<file path="config.mk">
export PLATFORM = sky130hd
export DESIGN_NAME = pdp_queue
export DESIGN_NICKNAME = d
export VERILOG_FILES = /design/src/rtl/core/pdp_queue.sv
export SDC_FILE = /design/constraint.sdc
export NUM_CORES = 1
export LEC_CHECK = 0
export ABC_AREA = 1
export BUFFER_PORTS_ARGS = -buffer_cell sky130_fd_sc_hd__buf_2
export CAP_MARGIN = 20
export CELL_PAD_IN_SITES_DETAIL_PLACEMENT = 0
export CELL_PAD_IN_SITES_GLOBAL_PLACEMENT = 1
export CORE_ASPECT_RATIO = 1.75
export CORE_UTILIZATION = 30
export DETAILED_ROUTE_END_ITERATION = 12
export MAX_ROUTING_LAYER = met4
export PLACE_DENSITY = 0.65
export SLEW_MARGIN = 20
export SYNTH_ARGS = -nofsm -noshare
export SYNTH_HDL_FRONTEND = slang
export SYNTH_SLANG_ARGS = --single-unit
</file>
<file path="constraint.sdc">
create_clock -name clock -period 4.4 [get_ports clock]
set_input_delay 0.44 -clock clock [delete_from_list [all_inputs] [get_ports clock]]
set_output_delay 0.44 -clock clock [all_outputs]
set_load 0.01 [all_outputs]
</file>
<file path="src/rtl/core/pdp_queue.sv">
// Short FIFO between front and back end, registers only.
// Depends on nothing but its parameters.
module pdp_queue #(
   parameter int WIDTH = 8,
   parameter int DEPTH = 4
) (
   input  logic             clock,
   input  logic             reset,
   input  logic             in_valid,
   output logic             in_ready,
   input  logic [WIDTH-1:0] in_data,
   output logic             out_valid,
   input  logic             out_ready,
   output logic [WIDTH-1:0] out_data
);
   localparam int PW = (DEPTH > 1) ? $clog2(DEPTH) : 1;
   localparam int CW = $clog2(DEPTH + 1);

   logic [WIDTH-1:0] mem_ff [DEPTH];
   logic [PW-1:0]    wr_ptr_ff, wr_ptr_in;
   logic [PW-1:0]    rd_ptr_ff, rd_ptr_in;
   logic [CW-1:0]    count_ff, count_in;
   logic             push;
   logic             pop;

   assign in_ready  = (count_ff != CW'(DEPTH));
   assign out_valid = (count_ff != '0);
   assign out_data  = mem_ff[rd_ptr_ff];
   assign push      = in_valid && in_ready;
   assign pop       = out_valid && out_ready;

   always_comb begin
      wr_ptr_in = wr_ptr_ff;
      rd_ptr_in = rd_ptr_ff;
      count_in  = count_ff;
      if (push) begin
         wr_ptr_in = (wr_ptr_ff == PW'(DEPTH - 1)) ? '0 : wr_ptr_ff + 1'b1;
      end
      if (pop) begin
         rd_ptr_in = (rd_ptr_ff == PW'(DEPTH - 1)) ? '0 : rd_ptr_ff + 1'b1;
      end
      if (push && !pop) begin
         count_in = count_ff + 1'b1;
      end else if (pop && !push) begin
         count_in = count_ff - 1'b1;
      end
   end

   always_ff @(posedge clock) begin
      if (reset) begin
         wr_ptr_ff <= '0;
         rd_ptr_ff <= '0;
         count_ff  <= '0;
      end else begin
         wr_ptr_ff <= wr_ptr_in;
         rd_ptr_ff <= rd_ptr_in;
         count_ff  <= count_in;
      end
   end

   always_ff @(posedge clock) begin
      if (push) begin
         mem_ff[wr_ptr_ff] <= in_data;
      end
   end

   a_count_bound: assert property (@(posedge clock) disable iff (reset)
      count_ff <= CW'(DEPTH))
      else $error("queue fill count beyond depth");

   a_count_track: assert property (@(posedge clock) disable iff (reset)
      1'b1 |=> count_ff == CW'($past(count_ff) + CW'($past(push)) - CW'($past(pop))))
      else $error("queue fill count lost a beat");

   a_ptr_match: assert property (@(posedge clock) disable iff (reset)
      (rd_ptr_ff != wr_ptr_ff) |-> (count_ff != '0 && count_ff != CW'(DEPTH)))
      else $error("queue pointers disagree with fill count");

endmodule

</file>
# Yosys cells after proc, flatten, opt, wreduce, memory -nomap -nowiden
# Memories as Yosys holds them, arrays and structs flattened. A register that Yosys moved wholly into a read port is not among the register bits.
# Index checks and enable logic that the tools add are counted.
[word_totals] register_bits=7 latch_bits=0 ramBits=32 mem_bits_ro=0 inputBits=12 output_inout_bits=10 wordCells=27 memories=1
[op_classes] addsub=4 mul=0 div=0 magnitude_cmp=0 eq_ne=3 n_shift=0 muxes=8 n_bitwise=0 reduce_logical=8
[mem_list] name="mem_ff" words=4 word_bits=8 read_ports=1 rd_clocked_by_memory_dff=1 write_ports=1 line_no="19" source="logic [WIDTH-1:0] mem_ff [DEPTH];"
[ops] operator="two-way mux 2 bit" n=4
[ops] operator="two-way mux 3 bit" n=2
[ops] operator="adder 2 x 1 -> 2 bit, second input constant" n=2
[ops] operator="== test 2 bit, second input constant" n=2
[ops] operator="logical AND 1 bit" n=4
[ops] operator="adder 3 x 1 -> 3 bit, second input constant" n=1
[ops] operator="!= test 3 bit, second input constant" n=1
[ops] operator="nonzero test 3 bit" n=1
[ops] operator="subtractor 3 x 1 -> 3 bit, second input constant" n=1
[ops] operator="zero test 1 bit" n=2
[ops] operator="two-way mux 1 bit" n=2
[ops] operator="nonzero test 2 bit" n=1

# Longest topological paths before layout
[logic_depth] depth_word=6 ltp_mapped=13 depth_no_buf=13

# Worst setup path before layout
# Ideal clock, no wire load.
[synth_path] path_kind="reg-to-reg" startpoint="reg count_ff[1]" endpoint="reg count_ff[1]" setup_time_ns=0.116 arrival_ns=1.603 required_time_ns=4.284 setup_slack_ns=2.681 stages_incl_launch_ff=10 n_path_buf=0 synth_period_minus_slack_ns=1.719 cell_sequence="dfxtp_1 > nor2_2 > nand2_2 > nand2_2 > inv_1 > ha_1 > inv_1 > fa_1 > o21ai_0 > nor2_1"
[synth_between] word_cells_on_any_way=13 classes_between="add/sub (2); eq/ne (1); mux (2); reduce/logical (8)"
[synth_rtl] item="from (decl)" line_no="22" source="logic [CW-1:0] count_ff, count_in;"
[synth_rtl] item="from (signal assigned)" line_no="57" source="count_ff <= count_in;"
[synth_rtl] item="!= test 3 bit" line_no="26" source="assign in_ready = (count_ff != CW'(DEPTH));"
[synth_rtl] item="named net in_ready" line_no="10" source="output logic in_ready,"
[synth_rtl] item="logical AND 1 bit" line_no="29" source="assign push = in_valid && in_ready;"
[synth_rtl] item="named net push" line_no="23" source="logic push;"
[synth_rtl] item="logical AND 1 bit" line_no="42" source="if (push && !pop) begin"
[synth_rtl] item="two-way mux 3 bit" line_no="42"
[synth_rtl] item="named net count_in[1]" line_no="22"
# The timed path passes the listed nets, and every way through them passes these cells. The select of a mux whose other input is x is not followed.
# A chain may end at the register's enable or synchronous reset.

==> results.json <==
{
  "status": "completed",
  "cts_tree": "yes",
  "finalMaxSlewViolations": 0,
  "slew_headroom": 0.433,
  "layout_min_cycle_time_ns": 2.10,
  "drtPass1Iterations": 2,
  "coreArea_mm2": 0.00534,
  "rsz0062_at_grt": "no",
  "ys_ff_latch": 41,
  "seq_area_frac_synth": 0.673,
  "grt_overflow": 0,
  "clock_latency_ns": 0.30,
  "crit_type": "flip-flop to output pin",
  "cts_max_path_buffers": 2,
  "die-area_mm2": 0.00597,
  "drt_first_iter_violations": 38,
  "grt_pass1_vias": 1062,
  "cts_setup_buffers": 0,
  "drc": 0,
  "placedCellCount": 238,
  "finalHoldViolCount": 0,
  "rows": 35,
  "cp_max_fo": 17,
  "antenna_found_initial": 0,
  "nets": 190,
  "post-dp-hpwl_um": 2200,
  "dp_slack_ns": 2.55,
  "wl_per_cell_um": 12.0,
  "critPathLaunchType": "flip-flop",
  "cts_buffers": 5,
  "setup_ws_ns": 2.30,
  "fp.dieH_um": 101,
  "wirelength_um": 2950,
  "ys_types": 20,
  "finClkSkew_ns": 0.00557,
  "cts_resized": 0,
  "instances_no_fill": 246,
  "final.period_utilization": 0.477,
  "max_cap_violations": 0,
  "tns_ns": 0,
  "die_w_um": 58.8,
  "drive_gt1_frac": 0.215,
  "areaGrowthSynthToFinish_pct": 15.4,
  "setup_viol": 0,
  "avgSynthCellArea_um2": 11.7,
  "arrival_ns": 1.66,
  "power.total_mw": 1.10,
  "fmax_mhz": 476,
  "worstHoldPathType": "primary input to flip-flop",
  "track_usage": 0.113,
  "io_buffer_count": 21,
  "drtAntennaViolNets": 0,
  "p_per_area_mw_per_mm2": 564,
  "synth_fp_nets": 164,
  "ir_drop_mv": 0.262,
  "synth_area_mm2": 0.00170,
  "yosysWarnings": 0,
  "endpoint_kind": "output pin",
  "cts_hold_buffers": 0,
  "diodes": 0,
  "cts_sinks": 41,
  "crit_required_ns": 3.96,
  "path_clk_slew_ns": 0.07,
  "htreeDepth": 2,
  "gp_congestion": 0.758,
  "grt_pass1_wl_um": 4690,
  "worst_pin_slew_ns": 0.848,
  "num_io_pins": 22,
  "vias": 1078,
  "grt_max_degree": 18,
  "initial_utilization": 0.318,
  "cts-root-buf": "clkbuf_8",
  "power.leakage_nw": 0.759,
  "synth_cells": 145,
  "drt-vias-per-instance": 4.38
}
==> final timing paths <==
kind | from | endpoint | slack [ns] | cells past startpoint
max | flip-flop | out_data[1] | 2.30 | 4
min reg2reg | rd_ptr_ff[1]$_SDFFE_PP0P_ | flip-flop | 0.54 | 2
max reg2reg | count_ff[1]$_SDFFE_PP0P_ | count_ff[1]$_SDFFE_PP0P_ | 2.52 | 9
min | reset | count_ff[0]$_SDFFE_PP0P_ | 0.31 | 2
==> synthesized netlist by cell type <==
master	instances	share of area
ha_1	6	0.044
o22ai_1	8	0.029
nand4_1	1	0.0037
inv_1	15	0.033
fa_1	1	0.012
a21oi_1	2	0.0059
xor2_1	1	0.0052
edfxtp_1	32	0.57
o21ai_0	13	0.038
nand3_1	1	0.0029
buf_6	2	0.013
o21ai_1	1	0.0029
o21ai_2	3	0.015
dfxtp_1	9	0.11
nor2_2	1	0.0037
nand2_1	11	0.024
nand3b_1	2	0.0088
nor2_1	32	0.071
nand2_2	3	0.011
inv_2	1	0.0022
==> worst max-delay path: stages (launching register included) <==
cell,delay (ns)
dfxtp_1,0.66
inv_2,0.25
o21ai_0,0.23
o22ai_1,0.09
buf_2,0.14
==> where the power goes <==
part           leakage, nW  switching (mW)  internal, mW  total [mW]
combinational        0.348           0.206         0.131       0.337
clock               0.0439           0.128         0.109       0.238
sequential           0.368          0.0487         0.480       0.529
total                0.759           0.383         0.721        1.10
==> cells by family after synthesis <==
logic type / synth area share
simple gates: 0.125
buf+inv: 0.0487
fa+ha+maj: 0.0560
xor+xnor: 0.00516
flops: 0.673
compound gates: 0.0922
==> per-stage QoR <==
step	util	hold WS (ns)	cell area [um2]
after global placement	0.350	0.514	1870
after floorplan	-	0.483	1700
after global routing	0.367	0.302	1960
final	0.367	0.311	1960
after detailed placement	0.350	0.516	1870
after CTS	0.367	0.305	1960
==> flip-flops by register name (all words and copies together) (netlist names), named ones only <==
name       count
rd_ptr_ff      2
count_ff       3
wr_ptr_ff      2
mem_ff        32
==> cell type report <==
type / count / area, um2
Clock buffer: 5 / 68.8
Clock inverter: 3 / 17.5
Fill cell: 578 / 3380
Inverter: 16 / 60.1
Multi-Input combinational cell: 86 / 473
Sequential cell: 41 / 1140
Tap cell: 74 / 92.6
Timing Repair Buffer: 21 / 105
==> placed cells by master (no fill, tap or decap), types with 3 or more instances in the layout <==
| cell type | synthesis | routed |
|---|---|---|
| dfxtp_1 | 9 | 9 |
| nand2_2 | 3 | 3 |
| o22ai_1 | 8 | 8 |
| nand2_1 | 11 | 11 |
| ha_1 | 6 | 6 |
| inv_1 | 15 | 15 |
| o21ai_0 | 13 | 13 |
| nor2_1 | 32 | 32 |
| o21ai_2 | 3 | 3 |
| buf_2 | 0 | 21 |
| clkbuf_8 | 0 | 5 |
| edfxtp_1 | 32 | 32 |
==> routing by layer <==
metal	vias up	global-route usage	wire, um
met5	-	-	0
li1	547	-	-
met1	504	0.104	1170
met3	6	0.0307	87
met4	0	0.0659	84
met2	21	0.200	1610
Power figures use the tool's default switching activity.
