File: src/rtl/core/pdp_pkg.sv
// Shared types and constants for the panorama depth-to-point converter.
// No dependencies; every other file of the block but pdp_queue imports this package.
package pdp_pkg;

   localparam int COORD_W = 10;                 // pixel column and row
   localparam int CODE_W  = 8;                  // depth sample
   localparam int CFG_W   = 24;                 // unsigned Q16.8 distance
   localparam int POINT_W = 25;                 // signed Q16.8 coordinate
   localparam int PROD_W  = CODE_W + CFG_W;     // code times span
   localparam int TRIG_W  = 16;                 // trig magnitude, 1.0 = 2^15
   localparam int CSR_IDX_W = 1;

   localparam int QUEUE_DEPTH = 4;

   // pi in Q30, for building the quarter-wave sine table
   localparam logic [63:0] PI_Q30 = 64'd3373259426;

   // x / 255 == (x * DIV255_MAGIC) >> DIV255_SHIFT for every 32-bit x
   localparam logic [31:0] CODE_ROUND   = 32'd127;
   localparam logic [63:0] DIV255_MAGIC = 64'h0000_0000_8080_8081;
   localparam int          DIV255_SHIFT = 39;

   typedef enum logic [CSR_IDX_W-1:0] {
      REG_DEPTH_MIN = 1'b0,
      REG_DEPTH_MAX = 1'b1
   } csr_reg_type;

   // Distance mapping derived from the two registers
   typedef struct packed {
      logic [CFG_W-1:0] depth_min;
      logic [CFG_W-1:0] span;
      logic             span_neg;
   } pdp_cfg_type;

endpackage

File: src/rtl/core/pdp_if.sv
// Channel interfaces: pixel requests in, Cartesian points out.
// Depends on pdp_pkg for field widths.
interface pdp_req_if;
   import pdp_pkg::*;
   logic               valid;
   logic               ready;
   logic [COORD_W-1:0] column;
   logic [COORD_W-1:0] row;
   logic [CODE_W-1:0]  depth_code;

   modport source (output valid, output column, output row, output depth_code, input ready);
   modport sink   (input valid, input column, input row, input depth_code, output ready);
endinterface


File: src/rtl/core/pdp_front.sv
// Front end: accepts pixels, drops empty ones, forms the depth product and
// the four angle indices reduced to one turn. Depends on pdp_pkg, pdp_if.
module pdp_front #(
   parameter int STEPS_PER_HALF_TURN = 360,
   parameter int CENTER_COLUMN       = 360
) (
   pdp_req_if.sink              req_bus,
   input  pdp_pkg::pdp_cfg_type cfg,
   output logic                 out_valid,
   input  logic                 out_ready,
   output logic [pdp_pkg::PROD_W + 4*$clog2(4*STEPS_PER_HALF_TURN)-1:0] out_data
);
   import pdp_pkg::*;

   localparam int S     = STEPS_PER_HALF_TURN;
   localparam int TURN  = 4 * S;
   localparam int TW    = $clog2(TURN);
   localparam int C2    = (2 * CENTER_COLUMN) % TURN;
   localparam int VMAX  = 2 * ((1 << COORD_W) - 1) + TURN + S;
   localparam int VW    = $clog2(VMAX + 1);
   localparam int RECIP = (1 << VW) / TURN;
   localparam int RW    = $clog2(RECIP + 1);

   // v mod TURN: reciprocal estimate is at most one low, fix with one subtract
   function automatic logic [TW-1:0] wrap_turn(input logic [VW-1:0] v);
      logic [VW+RW-1:0] prod_v;
      logic [RW-1:0]    q_est;
      logic [VW-1:0]    r;
      prod_v = (VW+RW)'(v) * (VW+RW)'(RECIP);
      q_est  = RW'(prod_v >> VW);
      r      = v - VW'(q_est * TURN);
      if (r >= VW'(TURN)) begin
         r = r - VW'(TURN);
      end
      return TW'(r);
   endfunction

   logic [VW-1:0]     v_theta_sin;
   logic [VW-1:0]     v_theta_cos;
   logic [VW-1:0]     v_phi_sin;
   logic [VW-1:0]     v_phi_cos;
   logic [PROD_W-1:0] depth_prod;

   always_comb begin
      v_theta_sin = VW'({req_bus.row, 1'b0});
      v_theta_cos = v_theta_sin + VW'(S);
      v_phi_sin   = VW'({req_bus.column, 1'b0}) + VW'(TURN - C2);
      v_phi_cos   = v_phi_sin + VW'(S);
      depth_prod  = PROD_W'(req_bus.depth_code) * PROD_W'(cfg.span);
   end

   // drop zero codes here; they never reach the queue
   assign out_valid     = req_bus.valid && (req_bus.depth_code != '0);
   assign req_bus.ready = out_ready;
   assign out_data      = {depth_prod, wrap_turn(v_theta_sin), wrap_turn(v_theta_cos),
                           wrap_turn(v_phi_sin), wrap_turn(v_phi_cos)};

endmodule

File: src/flat_wrapper.sv
// flat-port wrapper written by rule: the top's interface ports become plain ports
module pdp_front_flat import pdp_pkg::*;
#(
   parameter int STEPS_PER_HALF_TURN = 360,
   parameter int CENTER_COLUMN       = 360
)
  (cfg, out_valid, out_ready, out_data, req_bus_valid, req_bus_column, req_bus_row, req_bus_depth_code, req_bus_ready);
  pdp_req_if req_bus_i ();
  input  pdp_pkg::pdp_cfg_type cfg;
  output logic out_valid;
  input  logic out_ready;
  output logic [pdp_pkg::PROD_W + 4*$clog2(4*STEPS_PER_HALF_TURN)-1:0] out_data;
  input wire logic [$bits(req_bus_i.valid)-1:0] req_bus_valid;
  input wire logic [$bits(req_bus_i.column)-1:0] req_bus_column;
  input wire logic [$bits(req_bus_i.row)-1:0] req_bus_row;
  input wire logic [$bits(req_bus_i.depth_code)-1:0] req_bus_depth_code;
  output wire logic [$bits(req_bus_i.ready)-1:0] req_bus_ready;
  assign req_bus_i.valid = req_bus_valid;
  assign req_bus_i.column = req_bus_column;
  assign req_bus_i.row = req_bus_row;
  assign req_bus_i.depth_code = req_bus_depth_code;
  assign req_bus_ready = req_bus_i.ready;
  pdp_front #(.STEPS_PER_HALF_TURN(STEPS_PER_HALF_TURN), .CENTER_COLUMN(CENTER_COLUMN)) u_core (.req_bus(req_bus_i), .cfg(cfg), .out_valid(out_valid), .out_ready(out_ready), .out_data(out_data));
endmodule
File: config.mk
export PLATFORM = sky130hd
export DESIGN_NAME = pdp_front_flat
export DESIGN_NICKNAME = d
export VERILOG_FILES = /design/src/rtl/core/pdp_pkg.sv /design/src/rtl/core/pdp_if.sv /design/src/rtl/core/pdp_front.sv /design/src/flat_wrapper.sv
export SDC_FILE = /design/constraint.sdc
export NUM_CORES = 1
export LEC_CHECK = 0
export ABC_AREA = 0
export BUFFER_PORTS_ARGS = -buffer_cell sky130_fd_sc_hd__clkbuf_2
export CAP_MARGIN = 20
export CORE_MARGIN = 2
export CORE_UTILIZATION = 50
export DETAILED_ROUTE_END_ITERATION = 8
export PLACE_DENSITY = 0.75
export SETUP_SLACK_MARGIN = 0.2
export SLEW_MARGIN = 40
export SYNTH_ARGS = -nofsm -noshare
export SYNTH_HDL_FRONTEND = slang
export SYNTH_SLANG_ARGS = --single-unit
File: constraint.sdc
create_clock -name vclk -period 8
set_input_delay 1.2 -clock vclk [all_inputs]
set_output_delay 1.2 -clock vclk [all_outputs]
set_load 0.02 [all_outputs]
; ---- Yosys cells after proc, flatten, opt, wreduce, memory -nomap -nowiden
; Index checks and enable logic that the tools add are counted.
[word_totals]
input_bits = 79
reg_bits = 0
out_inout_bits = 78
wordCells = 24
[classes]
mux = 4
order_cmp = 4
mul = 4
n_reduce_logical = 2
n_addsub = 10
[op_table]
columns = cell, n
row1 = $mux W11, 4
row2 = $sub A11 B11 Y11 const B, 4
row3 = $ge A12 B11 Y1 const B, 3
row4 = $sub A12 B12 Y12, 3
row5 = $mul A8 B24 Y32, 1
row6 = $mul A1 B6 Y7 const B, 3
row7 = $add A11 B10 Y12 const B, 1
row8 = $add A11 B9 Y12 const B, 1
row9 = $add A12 B9 Y12 const B, 1
row10 = $ge A11 B11 Y1 const B, 1
row11 = $reduce_bool A8 Y1, 1
row12 = $logic_and A1 B1 Y1, 1

; ---- Depth between registers and ports, before layout
[depth]
word_depth = 6
ltp_mapped = 20
ltp_nobuf = 19

; ---- Worst setup path before layout
; OpenSTA, ideal clock, no wires.
[synth_path]
path_type = input-to-output
startpoint = input req_bus_depth_code[7]
endpoint = output out_data[75] (netlist name)
t_required_ps = 6800
t_arrival_ps = 5996
slack_ps = 804
path_stages = 18
path_cell_list = clkbuf_1 -> and2_1 -> fa_1 -> fa_1 -> fa_1 -> inv_1 -> fa_1 -> inv_1 -> ha_1 -> a21o_1 -> a21o_1 -> a211oi_1 -> nor2_1 -> a211oi_1 -> o21ai_0 -> o21ai_1 -> o2111ai_1 -> xnor2_1
[synth_between]
elab_chain_len = 1
[synth_lines]
columns = element, line
row1 = from (decl), flat_wrapper.sv:16  ; input wire logic [$bits(req_bus_i.depth_code)-1:0] req_bus_depth_code;
row2 = $mul A8 B24 Y32, pdp_front.sv:49  ; depth_prod = PROD_W'(req_bus.depth_code) * PROD_W'(cfg.span);
row3 = to (decl), flat_wrapper.sv:12  ; output logic [pdp_pkg::PROD_W + 4*$clog2(4*STEPS_PER_HALF_TURN)-1:0] out_data;
; No other way between the ends.

; ---- Worst setup path in the final report
[layout_path]
startpoint = input req_bus_depth_code[2]
endpoint = output out_data[75] (netlist name)
; The elaborated chain is that of the path after synthesis.

==> results.toml <==
[status]
status = "complete, no violations"

[synthesis]
syn_avg_cell_area_sq_um = 8.31
syn_inst = 935
ys_types = 64
ys_seq_area_share_pct = 0
ys_warn_count = 0
syn_area_sq_um = 7770

[timing]
setup_ws_ns = 0.557
rsz0062_at_grt = "no"
finalHoldViolCount = 0
min_period_ns = 7.44
setup_viol = 0
fmax_ghz = 0.134
finalSetupTns_ns = 0
drv_slew = 0
period_share_pct = 93.0
hold_ws_ns = 2.40
worst_pin_slew_ns = 0.629
relSlewSlack_pct = 57.7

[power_and_ir_drop]
p_per_area_nw_per_um2 = 337
peakVddDrop_mv = 0.307
power.leakage_nw = 4.44

[critical_path]
slowest_delay_ns = 0.54
start_kind = "input port"
slowest_stage = "fa_1"
crit_chain = "buf_2 -> and2_1 -> fa_1 -> fa_1 -> fa_1 -> inv_1 -> fa_1 -> inv_1 -> ha_1 -> a21o_1 -> a21o_1 -> a211oi_1 -> nor2_1 -> a211oi_1 -> buf_4 -> o21ai_1 -> o21ai_2 -> o2111ai_1 -> xnor2_1 -> clkbuf_2"
cp.required_ns = 6.80
crit_top_cell = "fa_1"
crit_path_end_kind = "output port"
cp_max_fo = 25
endpoint = "out_data[75]"
path_class = "input port to output port"
cp-startpoint = "req_bus_depth_code[2]"
arrival_ns = 6.24

[floorplanning]
dieArea_sq_um = 16600
core_area_sq_um = 15200
die_h_um = 129
die_w_um = 129
initial_core_util_pct = 51.1
rows = 45
ios = 157

[global_routing]
grt_overflow = 0
grt_start_max_net_pins = 26
grt_pass1_wl_mm = 29.0
grt_pass1_vias = 6456
grt_usage_pct = 20.6
grt_antenna_before_repair = 0

[placement]
gp_congestion = 0.854
port_buffers = 126
dp_slack_ns = 0.366
placed_area_sq_um = 8500
dp_hpwl_mm = 14.0

[layout]
diodes = 0
area_delta_synth_final_pct = 9.58
drive_gt1_share_pct = 15.3
seq_area_sq_um = 0
nFlopsAndLatches = 0
clkbuf_count = 0
fill_cells = 1447
nets = 1329
fin_util_pct = 56.0
fin_area_sq_um = 8510
multi_input_area_sq_um = 6900

[detailed_routing]
route.detailed.drc = 0
wl_per_cell_um = 13.5
vias_per_cell = 5.17
wl_mm = 16.5
ant_nets = 0
drt_iter0_drc = 193
num_vias = 6319
firstDrtPassIters = 4

[worst_hold_path]
hp-class = "input port to output port"

[clock_tree]
cts_setup_buffers = 0

[job]
max_cap_viol_count = 0
what timing repair did:
item	in CTS	in global routing
setup endpoints to repair	0	5
hold buffers	0	0
endpoints found under the hold margin	0	0
resized for setup	0	9
report_power, final:
part	switching [mW]	total, mW	internal [mW]	leakage (nW)
clock network	0	0	0	0
registers	0	0	0	0
logic	1.76	2.87	1.11	4.44
total	1.76	2.87	1.11	4.44
per-layer routing:
metal,GRT usage (%),share of wire (%)
met1,27.8,43
met4,1.73,0.81
met3,2.37,6.5
met2,37.3,49
met5,0,0
layout make-up:
type | count | area share (%)
Multi-Input combinational cell | 718 | 81.0
Inverter | 183 | 8.07
Timing Repair Buffer | 134 | 8.17
Tap cell | 188 | 2.76
worst max-delay path, delay by kind of cell:
family / cells / cell delay, ns
adders and majority gates: 5 / 2.32
xor gates and xnor gates: 1 / 0.18
and+or+nand+nor: 2 / 0.29
AOI/OAI and AO/OA: 7 / 1.36
buffers and inverters: 5 / 0.88
Yosys cell counts, types with 4 or more instances:
master,count,area share (%)
inv_1,183,8.8
and2_1,153,12
fa_1,132,34
ha_1,81,13
nand2_1,68,3.3
xnor2_1,41,4.6
a21oi_1,32,2.1
nor2_1,27,1.3
xor2_1,22,2.5
clkbuf_1,20,0.97
o21ai_0,19,1.2
buf_4,16,1.5
a21o_1,13,1.3
nand3_1,13,0.84
nand2b_1,7,0.56
nor3_1,7,0.45
o21bai_1,7,0.68
a211oi_1,6,0.58
o21a_1,6,0.58
or3_1,6,0.48
a31oi_1,4,0.32
mux2i_1,4,0.52
nor2b_1,4,0.32
nor4_1,4,0.32
o31ai_1,4,0.39
xnor2_2,4,0.84
through the flow:
| step | instances | total power, mW |
|---|---|---|
| after global routing | 1223 | 3.23 |
| after CTS | 1223 | 2.88 |
| after floorplan | 938 | 2.11 |
| final | 1223 | 2.87 |
| after global placement | 1223 | 2.83 |
| after detailed placement | 1223 | 2.86 |
how the worst min path moves through the flow:
stage               cells after the start       endpoint           start  slack (ns)
finish                                  0  req_bus_ready       out_ready        2.40
global route                            0  req_bus_ready       out_ready        2.40
CTS                                     0  req_bus_ready       out_ready        2.40
detailed placement                      0  req_bus_ready       out_ready        2.40
global placement                        0  req_bus_ready       out_ready        2.40
floorplan                               1   out_data[25]  req_bus_row[2]        2.49
cell families after synthesis:
| logic type | count (synthesis) | synth area share (%) |
|---|---|---|
| AND/OR/NAND/NOR | 302 | 21.1 |
| buffers and inverters | 220 | 11.5 |
| adder cells (fa/ha/maj) | 214 | 47.2 |
| AO/OA/AOI/OAI | 124 | 11.0 |
| XOR/XNOR | 69 | 8.50 |
| multiplexers | 5 | 0.660 |
| other | 1 | 0.0483 |
cell usage in the layout (no fill, tap or decap), types with 5 or more instances in the layout:
cell,count
xnor2_1,41
nand2_1,68
a21o_1,13
nand3_1,13
fa_1,132
buf_4,8
ha_1,81
nor3_1,7
inv_1,183
nand2b_1,7
a21oi_1,32
and2_1,153
o21ai_0,18
o21bai_1,7
a211oi_1,5
or3_1,6
xor2_1,22
nor2_1,27
clkbuf_2,122
o21a_1,6
(Power assumes the default switching activity.)
